--- src/plit_pkg.sv ---
package plit_pkg;

  // request kinds
  localparam logic REQ_WRITE = 1'b0;
  localparam logic REQ_QUERY = 1'b1;

  // fraction divide: one quotient bit per step, t has 17 bits
  localparam int unsigned DIV_LAST = 16;

  typedef enum logic [2:0] {
    ST_INTERP = 3'd0,
    ST_LOW    = 3'd1,
    ST_HIGH   = 3'd2,
    ST_EMPTY  = 3'd3,
    ST_NOBR   = 3'd4
  } status_e;

  typedef enum logic [2:0] {
    C_NONE     = 3'd0,
    C_ALWAYS   = 3'd1,
    C_EMPTY    = 3'd2,
    C_X_LE_A   = 3'd3,
    C_X_GE_B   = 3'd4,
    C_BRACKET  = 3'd5,
    C_DX_ZERO  = 3'd6,
    C_OUT_BUSY = 3'd7
  } cond_e;

  typedef enum logic [1:0] {
    LP_NONE = 2'd0,
    LP_SCAN = 2'd1,
    LP_DIV  = 2'd2
  } loop_e;

  typedef enum logic [1:0] {
    RA_NONE = 2'd0,
    RA_ZERO = 2'd1,
    RA_LAST = 2'd2,
    RA_IDX  = 2'd3
  } raddr_e;

  typedef enum logic [1:0] {
    IX_HOLD = 2'd0,
    IX_ONE  = 2'd1,
    IX_CLR  = 2'd2,
    IX_INC  = 2'd3
  } idx_e;

  typedef enum logic [3:0] {
    DP_NONE     = 4'd0,
    DP_DIV_INIT = 4'd1,
    DP_DIV_STEP = 4'd2,
    DP_MUL      = 4'd3,
    DP_SHIFT    = 4'd4,
    DP_SUM      = 4'd5,
    DP_RES_ZERO = 4'd6,
    DP_RES_A    = 4'd7,
    DP_RES_B    = 4'd8
  } dp_e;

  // program step addresses
  localparam logic [3:0] S_START      = 4'd0;
  localparam logic [3:0] S_LOAD_A     = 4'd1;
  localparam logic [3:0] S_LOAD_B     = 4'd2;
  localparam logic [3:0] S_TEST_HI    = 4'd3;
  localparam logic [3:0] S_SCAN       = 4'd4;
  localparam logic [3:0] S_NO_BRACKET = 4'd5;
  localparam logic [3:0] S_EMPTY      = 4'd6;
  localparam logic [3:0] S_CLAMP_LO   = 4'd7;
  localparam logic [3:0] S_CLAMP_HI   = 4'd8;
  localparam logic [3:0] S_FOUND      = 4'd9;
  localparam logic [3:0] S_DIV        = 4'd10;
  localparam logic [3:0] S_MUL        = 4'd11;
  localparam logic [3:0] S_SHIFT      = 4'd12;
  localparam logic [3:0] S_SUM        = 4'd13;
  localparam logic [3:0] S_ZERO_W     = 4'd14;
  localparam logic [3:0] S_EMIT       = 4'd15;

  typedef struct packed {
    cond_e      cond;
    logic [3:0] target;
    loop_e      loop;
    raddr_e     raddr;
    idx_e       idx_op;
    logic       load_a;
    logic       load_b;
    logic       shift_a;
    dp_e        op;
    status_e    status;
    logic       emit;
    logic       last;
  } ctrl_word_t;

  typedef struct packed {
    ctrl_word_t word;
    logic       taken;
  } ctrl_t;

  typedef struct packed {
    logic empty;
    logic x_le_a;
    logic x_ge_b;
    logic bracket;
    logic dx_zero;
    logic scan_more;
    logic div_more;
  } flags_t;

  localparam ctrl_word_t UW_NOP = '{
    cond: C_NONE, target: S_START, loop: LP_NONE, raddr: RA_NONE, idx_op: IX_HOLD,
    load_a: 1'b0, load_b: 1'b0, shift_a: 1'b0, op: DP_NONE, status: ST_INTERP,
    emit: 1'b0, last: 1'b0
  };

  // control store
  function automatic ctrl_word_t ucode(logic [3:0] pc);
    ctrl_word_t w;
    w = UW_NOP;
    unique case (pc)
      S_START: begin
        w.cond = C_EMPTY; w.target = S_EMPTY;
        w.raddr = RA_ZERO; w.idx_op = IX_ONE;
      end
      S_LOAD_A: begin
        w.load_a = 1'b1; w.raddr = RA_LAST;
      end
      S_LOAD_B: begin
        w.load_b = 1'b1; w.cond = C_X_LE_A; w.target = S_CLAMP_LO;
      end
      S_TEST_HI: begin
        w.cond = C_X_GE_B; w.target = S_CLAMP_HI;
        w.raddr = RA_IDX; w.idx_op = IX_INC;
      end
      S_SCAN: begin
        w.load_b = 1'b1; w.shift_a = 1'b1; w.raddr = RA_IDX; w.idx_op = IX_INC;
        w.cond = C_BRACKET; w.target = S_FOUND; w.loop = LP_SCAN;
      end
      S_NO_BRACKET: begin
        w.op = DP_RES_B; w.status = ST_NOBR; w.cond = C_ALWAYS; w.target = S_EMIT;
      end
      S_EMPTY: begin
        w.op = DP_RES_ZERO; w.status = ST_EMPTY; w.cond = C_ALWAYS; w.target = S_EMIT;
      end
      S_CLAMP_LO: begin
        w.op = DP_RES_A; w.status = ST_LOW; w.cond = C_ALWAYS; w.target = S_EMIT;
      end
      S_CLAMP_HI: begin
        w.op = DP_RES_B; w.status = ST_HIGH; w.cond = C_ALWAYS; w.target = S_EMIT;
      end
      S_FOUND: begin
        w.op = DP_DIV_INIT; w.idx_op = IX_CLR; w.cond = C_DX_ZERO; w.target = S_ZERO_W;
      end
      S_DIV: begin
        w.op = DP_DIV_STEP; w.idx_op = IX_INC; w.loop = LP_DIV;
      end
      S_MUL: begin
        w.op = DP_MUL;
      end
      S_SHIFT: begin
        w.op = DP_SHIFT;
      end
      S_SUM: begin
        w.op = DP_SUM; w.status = ST_INTERP; w.cond = C_ALWAYS; w.target = S_EMIT;
      end
      S_ZERO_W: begin
        w.op = DP_RES_A; w.status = ST_INTERP;
      end
      S_EMIT: begin
        w.emit = 1'b1; w.cond = C_OUT_BUSY; w.target = S_EMIT; w.last = 1'b1;
      end
      default: begin
        w = UW_NOP;
      end
    endcase
    return w;
  endfunction

endpackage

--- src/plit_seq.sv ---
module plit_seq import plit_pkg::*; (
  input  logic   clk_i,
  input  logic   rst_ni,
  input  logic   start_i,
  input  flags_t flags_i,
  input  logic   out_busy_i,
  output ctrl_t  ctrl_o,
  output logic   busy_o
);

  logic       run_q, run_d;
  logic [3:0] pc_q, pc_d;
  ctrl_word_t word;
  logic       cond_true;
  logic       stay;
  logic       taken;

  always_comb begin
    word = run_q ? ucode(pc_q) : UW_NOP;
  end

  always_comb begin
    unique case (word.cond)
      C_NONE:     cond_true = 1'b0;
      C_ALWAYS:   cond_true = 1'b1;
      C_EMPTY:    cond_true = flags_i.empty;
      C_X_LE_A:   cond_true = flags_i.x_le_a;
      C_X_GE_B:   cond_true = flags_i.x_ge_b;
      C_BRACKET:  cond_true = flags_i.bracket;
      C_DX_ZERO:  cond_true = flags_i.dx_zero;
      C_OUT_BUSY: cond_true = out_busy_i;
      default:    cond_true = 1'b0;
    endcase
  end

  always_comb begin
    unique case (word.loop)
      LP_SCAN: stay = flags_i.scan_more;
      LP_DIV:  stay = flags_i.div_more;
      default: stay = 1'b0;
    endcase
  end

  assign taken = run_q & cond_true;

  always_comb begin
    run_d = run_q;
    pc_d  = pc_q;
    if (start_i) begin
      run_d = 1'b1;
      pc_d  = S_START;
    end else if (run_q) begin
      if (taken) begin
        pc_d = word.target;
      end else if (stay) begin
        pc_d = pc_q;
      end else if (word.last) begin
        run_d = 1'b0;
      end else begin
        pc_d = pc_q + 4'd1;
      end
    end
  end

  always_ff @(posedge clk_i or negedge rst_ni) begin
    if (!rst_ni) begin
      run_q <= 1'b0;
      pc_q  <= S_START;
    end else begin
      run_q <= run_d;
      pc_q  <= pc_d;
    end
  end

  assign ctrl_o.word  = word;
  assign ctrl_o.taken = taken;
  assign busy_o       = run_q;

endmodule

--- config.mk ---
export PLATFORM = sky130hd
export DESIGN_NAME = plit_seq
export DESIGN_NICKNAME = d
export VERILOG_FILES = /design/src/plit_pkg.sv /design/src/plit_seq.sv
export SDC_FILE = /design/constraint.sdc
export NUM_CORES = 1
export LEC_CHECK = 0
export ABC_AREA = 1
export BUFFER_PORTS_ARGS = -buffer_cell sky130_fd_sc_hd__buf_2
export CORE_MARGIN = 2
export CORE_UTILIZATION = 35
export CTS_BUF_LIST = sky130_fd_sc_hd__clkbuf_2 sky130_fd_sc_hd__clkbuf_4 sky130_fd_sc_hd__clkbuf_8
export DETAILED_ROUTE_END_ITERATION = 10
export GPL_TIMING_DRIVEN = 0
export PLACE_DENSITY = 0.64
export SLEW_MARGIN = 20
export SYNTH_ARGS = -nofsm -noshare
export SYNTH_HDL_FRONTEND = slang
export SYNTH_SLANG_ARGS = --single-unit
--- constraint.sdc ---
create_clock -name clk_i -period 4.6 [get_ports clk_i]
set_input_delay 0.92 -clock clk_i [delete_from_list [all_inputs] [get_ports clk_i]]
set_output_delay 0.92 -clock clk_i [all_outputs]
set_load 0.02 [all_outputs]
==> summary.txt, run 1 <==
Clock network
  – Clock net sink count: 5
  – Clock Root Buffer: clkbuf_4
  – Inserted Clock Buffers: 3
  – Insertion delay to the later sink of the worst-skew pair: around 0.23 ns
  – CTS max path bufs: 2
  – Level count of the clock H-tree: 1
  – Postcts setup bufs: 0
  – Cells resized by post-CTS repair: 0
  – Cts hold-fix bufs: 0
  – CTS tree: done
  – Register clock-pin slew on the reported worst setup and hold paths: 0.04 ns

Global route
  – Number of global-route vias before repair: 961
  – Largest net degree at the start of global routing: 11
  – Grt total ovfl: 0
  – Overall routing resource usage: 0.145
  – Wire length of the first global-routing pass: 3.84 mm
  – Initial antenna violation count: 0

Yosys
  – Gate Count Post-Synth: 148
  – Top cell types by occurrence after synthesis: nand2_1, inv_1, nor2_1, nand3_1, a21oi_1
  – Share of flip-flops with an asynchronous set or reset after synthesis: 1.00
  – Total standard cell area after synthesis: 963 um^2
  – Cell type with the highest aggregate area in the netlist: dfrtp_1
  – Distinct cells, synth: 30
  – Synthesized net count: 165
  – Number of enable-type register cells in the synthesized netlist: 0
  – Top-count cell post-synth: nand2_1
  – Most used flip-flop cell after synthesis: dfrtp_1
  – YS warnings: 0
  – Cell types with the largest area share after synthesis: dfrtp_1, nand2_1, inv_1
  – Post-synthesis register bit count: 5
  – Top cell type's share of synthesized area: 0.130
  – Register area share after synthesis: 0.130
  – Avg Inst Size Synth: 6.51 um^2

Routing
  – Per-cell via count in the routed design: 4.83
  – Residual DRC count: 0
  – Final routed wire length divided by cell count: ~10 um
  – Number of DRC violations after detailed-routing iteration 0: 42
  – Via count of the routed design: 1,063
  – Met3 wire length: approximately 170 um
  – Number of routed nets with antenna violations: 0
  – Routed met1 length: 1.02 mm
  – Amount of wire on met2 after detailed routing: 1.11 mm
  – Total length of routed wires: 2.31 mm
  – Router iterations before antenna repair: 4
  – Top routing layer in use: met4

STA
  – Final min period: 3.19 ns
  – Worst rel slew slack: 0.726
  – Final critical-path share of the clock period: 0.694
  – Setup repair after global routing missed its margin: no
  – Transition time of the tightest slew-check pin: 0.411 ns
  – Sum of negative setup slack: 0 ns
  – Hold Violations, Final: 0
  – Achievable frequency: 313 MHz
  – Final count of negative-setup-slack endpoints: 0
  – Maximum clock skew at final layout: 0.00235 ns
  – Max-slew violation count: 0

Power
  – IR drop worst, VDD: approximately 0.45 mV
  – Power Dens Cells: 876 nW/um^2
  – Leakage power: 0.000674 uW

Critical path
  – Worst Path Max Fanout: 7
  – Worst setup SP type: flip-flop
  – Worst setup path class: flip-flop to output pin
  – Longest individual stage delay on the worst path: 0.44 ns
  – Cells traversed along the worst timing path: inv_1 > ha_1 > nand3_2 > nand2_1 > o21ai_1 > nand3_1 > nor2_2 > nor2_4 > nand2_4 > buf_4 > buf_2
  – Crit path arrival time: between 2 and 2.5 ns
  – Gate family responsible for the most delay along the worst path: simple AND/OR/NAND/NOR gates
  – Required time at the worst-slack endpoint: 3.68 ns
  – Worst Setup End Kind: output pin
  – Crit path buf inv count: 3
  – Library cell contributing the largest single delay on the critical path: dfrtp_1

Floorplanning
  – Width of the chip: between 50 and 60 um
  – Initial cell density of the core: 0.359
  – Die area: 3190 um^2
  – Count of boundary I/O pins: 38
  – Chip height: 56.5 um
  – Core footprint: 2690 um^2
  – Core Rows: 19

Cells and area
  – Core Util, Final: 0.453
  – Synth-to-Final Area Change: 26.4%
  – Number of nets in the final layout: 207
  – Fraction of layout instances using a drive strength above 1: 0.386
  – Multi-input logic area: 661 um^2
  – Reg area: ~130 um^2
  – Fill count: 296
  – Count of antenna diodes in the layout: 0

Min path
  – Hold WC Path Type: input port to async pin

Placement
  – Port Buf Inserts: 37
  – Weighted congestion reported at the end of routability-driven placement: a little under 0.8
  – Final HPWL DP: 1.98 mm

Job
  – Max-cap violations: 0

Status
  – Status: complete, no violations
state kept, by name, indices dropped and copies added (netlist names):
signal  flops
busy_o      1
pc_q        4
where the power goes:
part	switching [uW]	internal, uW
clock	15.6	38.5
sequential	16.8	59.6
combinational	605	331
total	638	429
layout by cell type (no fill, tap or decap):
cell type / n
buf_2: 38
nand2_1: 30
inv_1: 21
nor2_1: 15
nand3_1: 11
a21oi_1: 10
ha_1: 6
o21ai_1: 5
nand2_4: 5
buf_4: 5
dfrtp_1: 5
inv_2: 4
clkbuf_4: 4
nand3_4: 3
nor2_4: 3
buf_6: 2
nand3_2: 2
nor2_2: 2
nor3_1: 2
nand3b_1: 2
a31oi_1: 2
o22ai_1: 2
nand4_1: 2
inv_4: 1
nand2_2: 1
a21oi_4: 1
clkinv_4: 1
clkbuf_1: 1
a21oi_2: 1
xor2_1: 1
xnor2_1: 1
metal layers:
layer / vias up / track usage
met5: - / 0
met4: 0 / 0.0544
met3: 2 / 0.00922
met2: 46 / 0.234
met1: 467 / 0.202
li1: 548 / -
through the flow:
stage	power, uW	hold slack (ns)	setup slack, ns	std cells	instance area [um^2]
2_1_floorplan	800	0.520	1.94	148	963
3_3_place_gp	1000	0.552	1.64	216	1190
3_5_place_dp	1020	0.578	1.65	216	1190
4_1_cts	1080	0.485	1.38	220	1220
5_1_grt	1160	0.485	1.20	220	1220
6_report	1070	0.489	1.41	220	1220
worst paths after layout:
| kind | from | endpoint | slack, ns | depth (start not counted) |
|---|---|---|---|---|
| max in group asynchronous | rst_ni | pc_q[2] | 3.98 | 1 |
| setup reg to reg | pc_q[0] | pc_q[3] | 2.25 | 15 |
| setup / recovery | pc_q[0] | ctrl_o[0] | 1.41 | 11 |
| min in group clk_i | pc_q[1] | pc_q[1] | 0.58 | 2 |
| hold reg to reg | pc_q[1] | pc_q[1] | 0.58 | 2 |
| hold / removal | rst_ni | busy_o | 0.49 | 1 |
final cells by class:
class                           instances  share of cell area
Clock buffer                            4              0.0247
Sequential cell                         5               0.103
Multi-Input combinational cell        107               0.543
Timing Repair Buffer                   37               0.152
Buffer                                  9              0.0565
Inverter                               27              0.0894
Tap cell                               31              0.0319
kinds of logic after synthesis:
kind of cell,Yosys count,synth area share
AND/OR/NAND/NOR,78,0.460
buffers and inverters,36,0.184
AO/OA/AOI/OAI,21,0.130
adder cells (fa/ha/maj),6,0.0779
flip-flops,5,0.130
XOR/XNOR,2,0.0182
Note: power is estimated with default switching activity, not from simulation.
==> run 2, diff against run 1 <==
--- a/config.mk
+++ b/config.mk
@@ -12,7 +12,7 @@
 export CTS_BUF_LIST = sky130_fd_sc_hd__clkbuf_2 sky130_fd_sc_hd__clkbuf_4 sky130_fd_sc_hd__clkbuf_8
 export DETAILED_ROUTE_END_ITERATION = 10
 export GPL_TIMING_DRIVEN = 0
-export PLACE_DENSITY = 0.64
+export PLACE_DENSITY = 0.66
 export SLEW_MARGIN = 20
 export SYNTH_ARGS = -nofsm -noshare
 export SYNTH_HDL_FRONTEND = slang
==> constraint.sdc (replaced) <==
create_clock -name clk_i -period 2.9 [get_ports clk_i]
set_input_delay 0.58 -clock clk_i [delete_from_list [all_inputs] [get_ports clk_i]]
set_output_delay 0.58 -clock clk_i [all_outputs]
set_load 0.02 [all_outputs]
==> run 2 against run 1 <==
Compared with the run above:
- design area increased by 1.7%
- via count decreased by 5.1%
- die area unchanged
- clock skew decreased by 0.00078 ns
- global-route usage increased by 0.33 points
- power increased by 59%
- core utilization increased by 0.79 points
- sequential power increased by 64%
- critical path depth increased by 2
- wire length decreased by 4.3%
- sequential share of layout area about the same
==> summary.txt, run 2 (synthesis results as in run 1) <==
Status
  – Status: complete, no violations

Clock network
  – CTS max path bufs: 2
  – Insertion delay to the later sink of the worst-skew pair: 0.24 ns
  – Clock Root Buffer: clkbuf_4
  – Inserted Clock Buffers: 3
  – Clock net sink count: 5
  – Level count of the clock H-tree: 1
  – Postcts setup bufs: 0
  – CTS tree: done
  – Register clock-pin slew on the reported worst setup and hold paths: 0.04 ns

Global route
  – Overall routing resource usage: 0.148
  – Gr busiest metal: met2
  – Wire length of the first global-routing pass: 3.77 mm
  – Largest net degree at the start of global routing: 11
  – Global Route met3 Usage: 0.0230
  – Number of global-route vias before repair: 904
  – Grt total ovfl: 0
  – Initial antenna violation count: 0
  – Met2 GRT Util: 0.243
  – Routing usage on met1: 0.189

Critical path
  – Library cell contributing the largest single delay on the critical path: dfrtp_2
  – Required time at the worst-slack endpoint: between 2 and 2.5 ns
  – Crit-path most repeated cell: nand2_4
  – Worst Setup End Kind: output pin
  – Worst setup SP type: flip-flop
  – Worst Path Max Fanout: 7
  – Longest individual stage delay on the worst path: 0.44 ns
  – Crit path buf inv count: 5
  – Crit path arrival time: 2.14 ns
  – Cells traversed along the worst timing path: inv_1 > ha_1 > inv_1 > a21oi_4 > nor2_4 > nand2_4 > nand2_4 > clkinv_4 > nor2_2 > nor2_4 > nand2_4 > buf_4 > buf_2
  – Gate family responsible for the most delay along the worst path: buffers and inverters
  – Worst setup path class: flip-flop to output pin

STA
  – Max-slew violation count: 0
  – Final critical-path share of the clock period: 0.939
  – Maximum clock skew at final layout: 0.00157 ns
  – Setup repair after global routing missed its margin: no
  – Hold Violations, Final: 0
  – Fin Hold WS: 0.144 ns
  – Transition time of the tightest slew-check pin: 0.414 ns
  – Achievable frequency: 367 MHz
  – Final min period: roughly 2.7 ns
  – Worst rel slew slack: 0.724
  – Sum of negative setup slack: 0 ns
  – Final count of negative-setup-slack endpoints: 0

Floorplanning
  – Chip height: approximately 56 um
  – Width of the chip: ~56 um
  – Core Rows: 19
  – Count of boundary I/O pins: 38
  – Initial cell density of the core: 0.359
  – Core footprint: between 2000 and 3000 um^2
  – Die area: 3190 um^2

Cells and area
  – Count of antenna diodes in the layout: 0
  – Commonest cells after routing, fill and taps aside: buf_2, nand2_1, inv_1
  – Register with the highest flop count: pc_q
  – Reg area: around 130 um^2
  – Synth-to-Final Area Change: 28.6%
  – Multi-input logic area: ~680 um^2
  – Max reg flops: 4
  – Final standard cell area without fillers: 1240 um^2
  – Fraction of layout instances using a drive strength above 1: 0.423
  – Core Util, Final: 0.461
  – Commonest non-fill, non-tap cell in the layout: buf_2
  – Fill count: 292
  – Number of nets in the final layout: 207

Routing
  – Total length of routed wires: 2.21 mm
  – Per-cell via count in the routed design: 4.59
  – Router iterations before antenna repair: 4
  – Number of routed nets with antenna violations: 0
  – Via count of the routed design: 1,009
  – Residual DRC count: 0
  – Final routed wire length divided by cell count: 10.0 um
  – Number of DRC violations after detailed-routing iteration 0: 14

Job
  – Max-cap violations: 0

Power
  – Tot Pwr: 1700 uW
  – Leakage power: 0.000669 uW
  – Power Dens Cells: ~1400 nW/um^2
  – Net Sw Frac: 0.594
  – Internal Pwr Total: 689 uW
  – Sequential fraction of design power: 0.073
  – Power share of the combinational group: 0.875
  – Clock share of power: 0.052
  – IR drop worst, VDD: 0.748 mV
  – Switching power: 1010 uW

Placement
  – Final HPWL DP: 1.88 mm
  – Cell area reported after detailed placement: 1190 um^2
  – Port Buf Inserts: 37
  – Weighted congestion reported at the end of routability-driven placement: between 0.8 and 0.9

Min path
  – Hold WC Path Type: input port to async pin
[run 2: path summary, 6_finish.rpt]
check / from / endpoint / slack [ns] / cells after the start
worst max-delay path: pc_q[0] / ctrl_o[0] / 0.18 / 13
worst min-delay path: rst_ni / busy_o / 0.14 / 1
worst max register to register: pc_q[0] / pc_q[3] / 0.57 / 15
worst min register to register: pc_q[1] / pc_q[1] / 0.56 / 2
max in group asynchronous: rst_ni / pc_q[1] / 2.62 / 1
min in group clk_i: pc_q[1] / pc_q[1] / 0.56 / 2
[run 2: metal layers]
| layer | vias up | wire length (um) |
|---|---|---|
| met2 | 19 | 1100 |
| met1 | 442 | 1010 |
| met4 | 0 | 14 |
| met3 | 2 | 80 |
| li1 | 546 | - |
| met5 | - | 0 |
[run 2: worst reg2reg max path, stage by stage, from the launching register on]
cell	delay, ns
dfrtp_2	0.44
inv_1	0.09
ha_1	0.20
inv_1	0.11
nor2_1	0.22
inv_1	0.06
nor2_1	0.17
ha_1	0.26
a21oi_1	0.11
inv_1	0.08
nand3_1	0.11
nand3_4	0.11
nand2_1	0.07
inv_1	0.04
nand2_1	0.06
nand2_1	0.05
[run 2: layout make-up]
class,instances,area share
plain buffers,9,0.0556
clock buffers,4,0.0242
inverters,27,0.0879
multi-input cells,107,0.548
flip-flops and latches,5,0.103
well taps,31,0.0313
repair buffers,37,0.149
[run 2: power by group through the flow]
stage | clock (uW) | sequential [uW] | combinational, uW
after CTS | 93.0 | 122 | 1480
after global routing | 101 | 130 | 1630
after global placement | 0 | 123 | 1470
final | 87.6 | 125 | 1490
after floorplan | 0 | 116 | 1150
after detailed placement | 0 | 123 | 1480
[run 2: stage by stage]
step           setup WS [ns]  instances
3_3_place_gp           0.284        216
4_1_cts               0.0224        220
6_report               0.176        220
2_1_floorplan          0.585        148
5_1_grt              0.00711        220
3_5_place_dp           0.287        216
[run 2: what timing repair did]
action	4_1_cts	5_1_grt
hold buffers	0	0
endpoints found under the setup margin	0	1
resized for setup	0	7
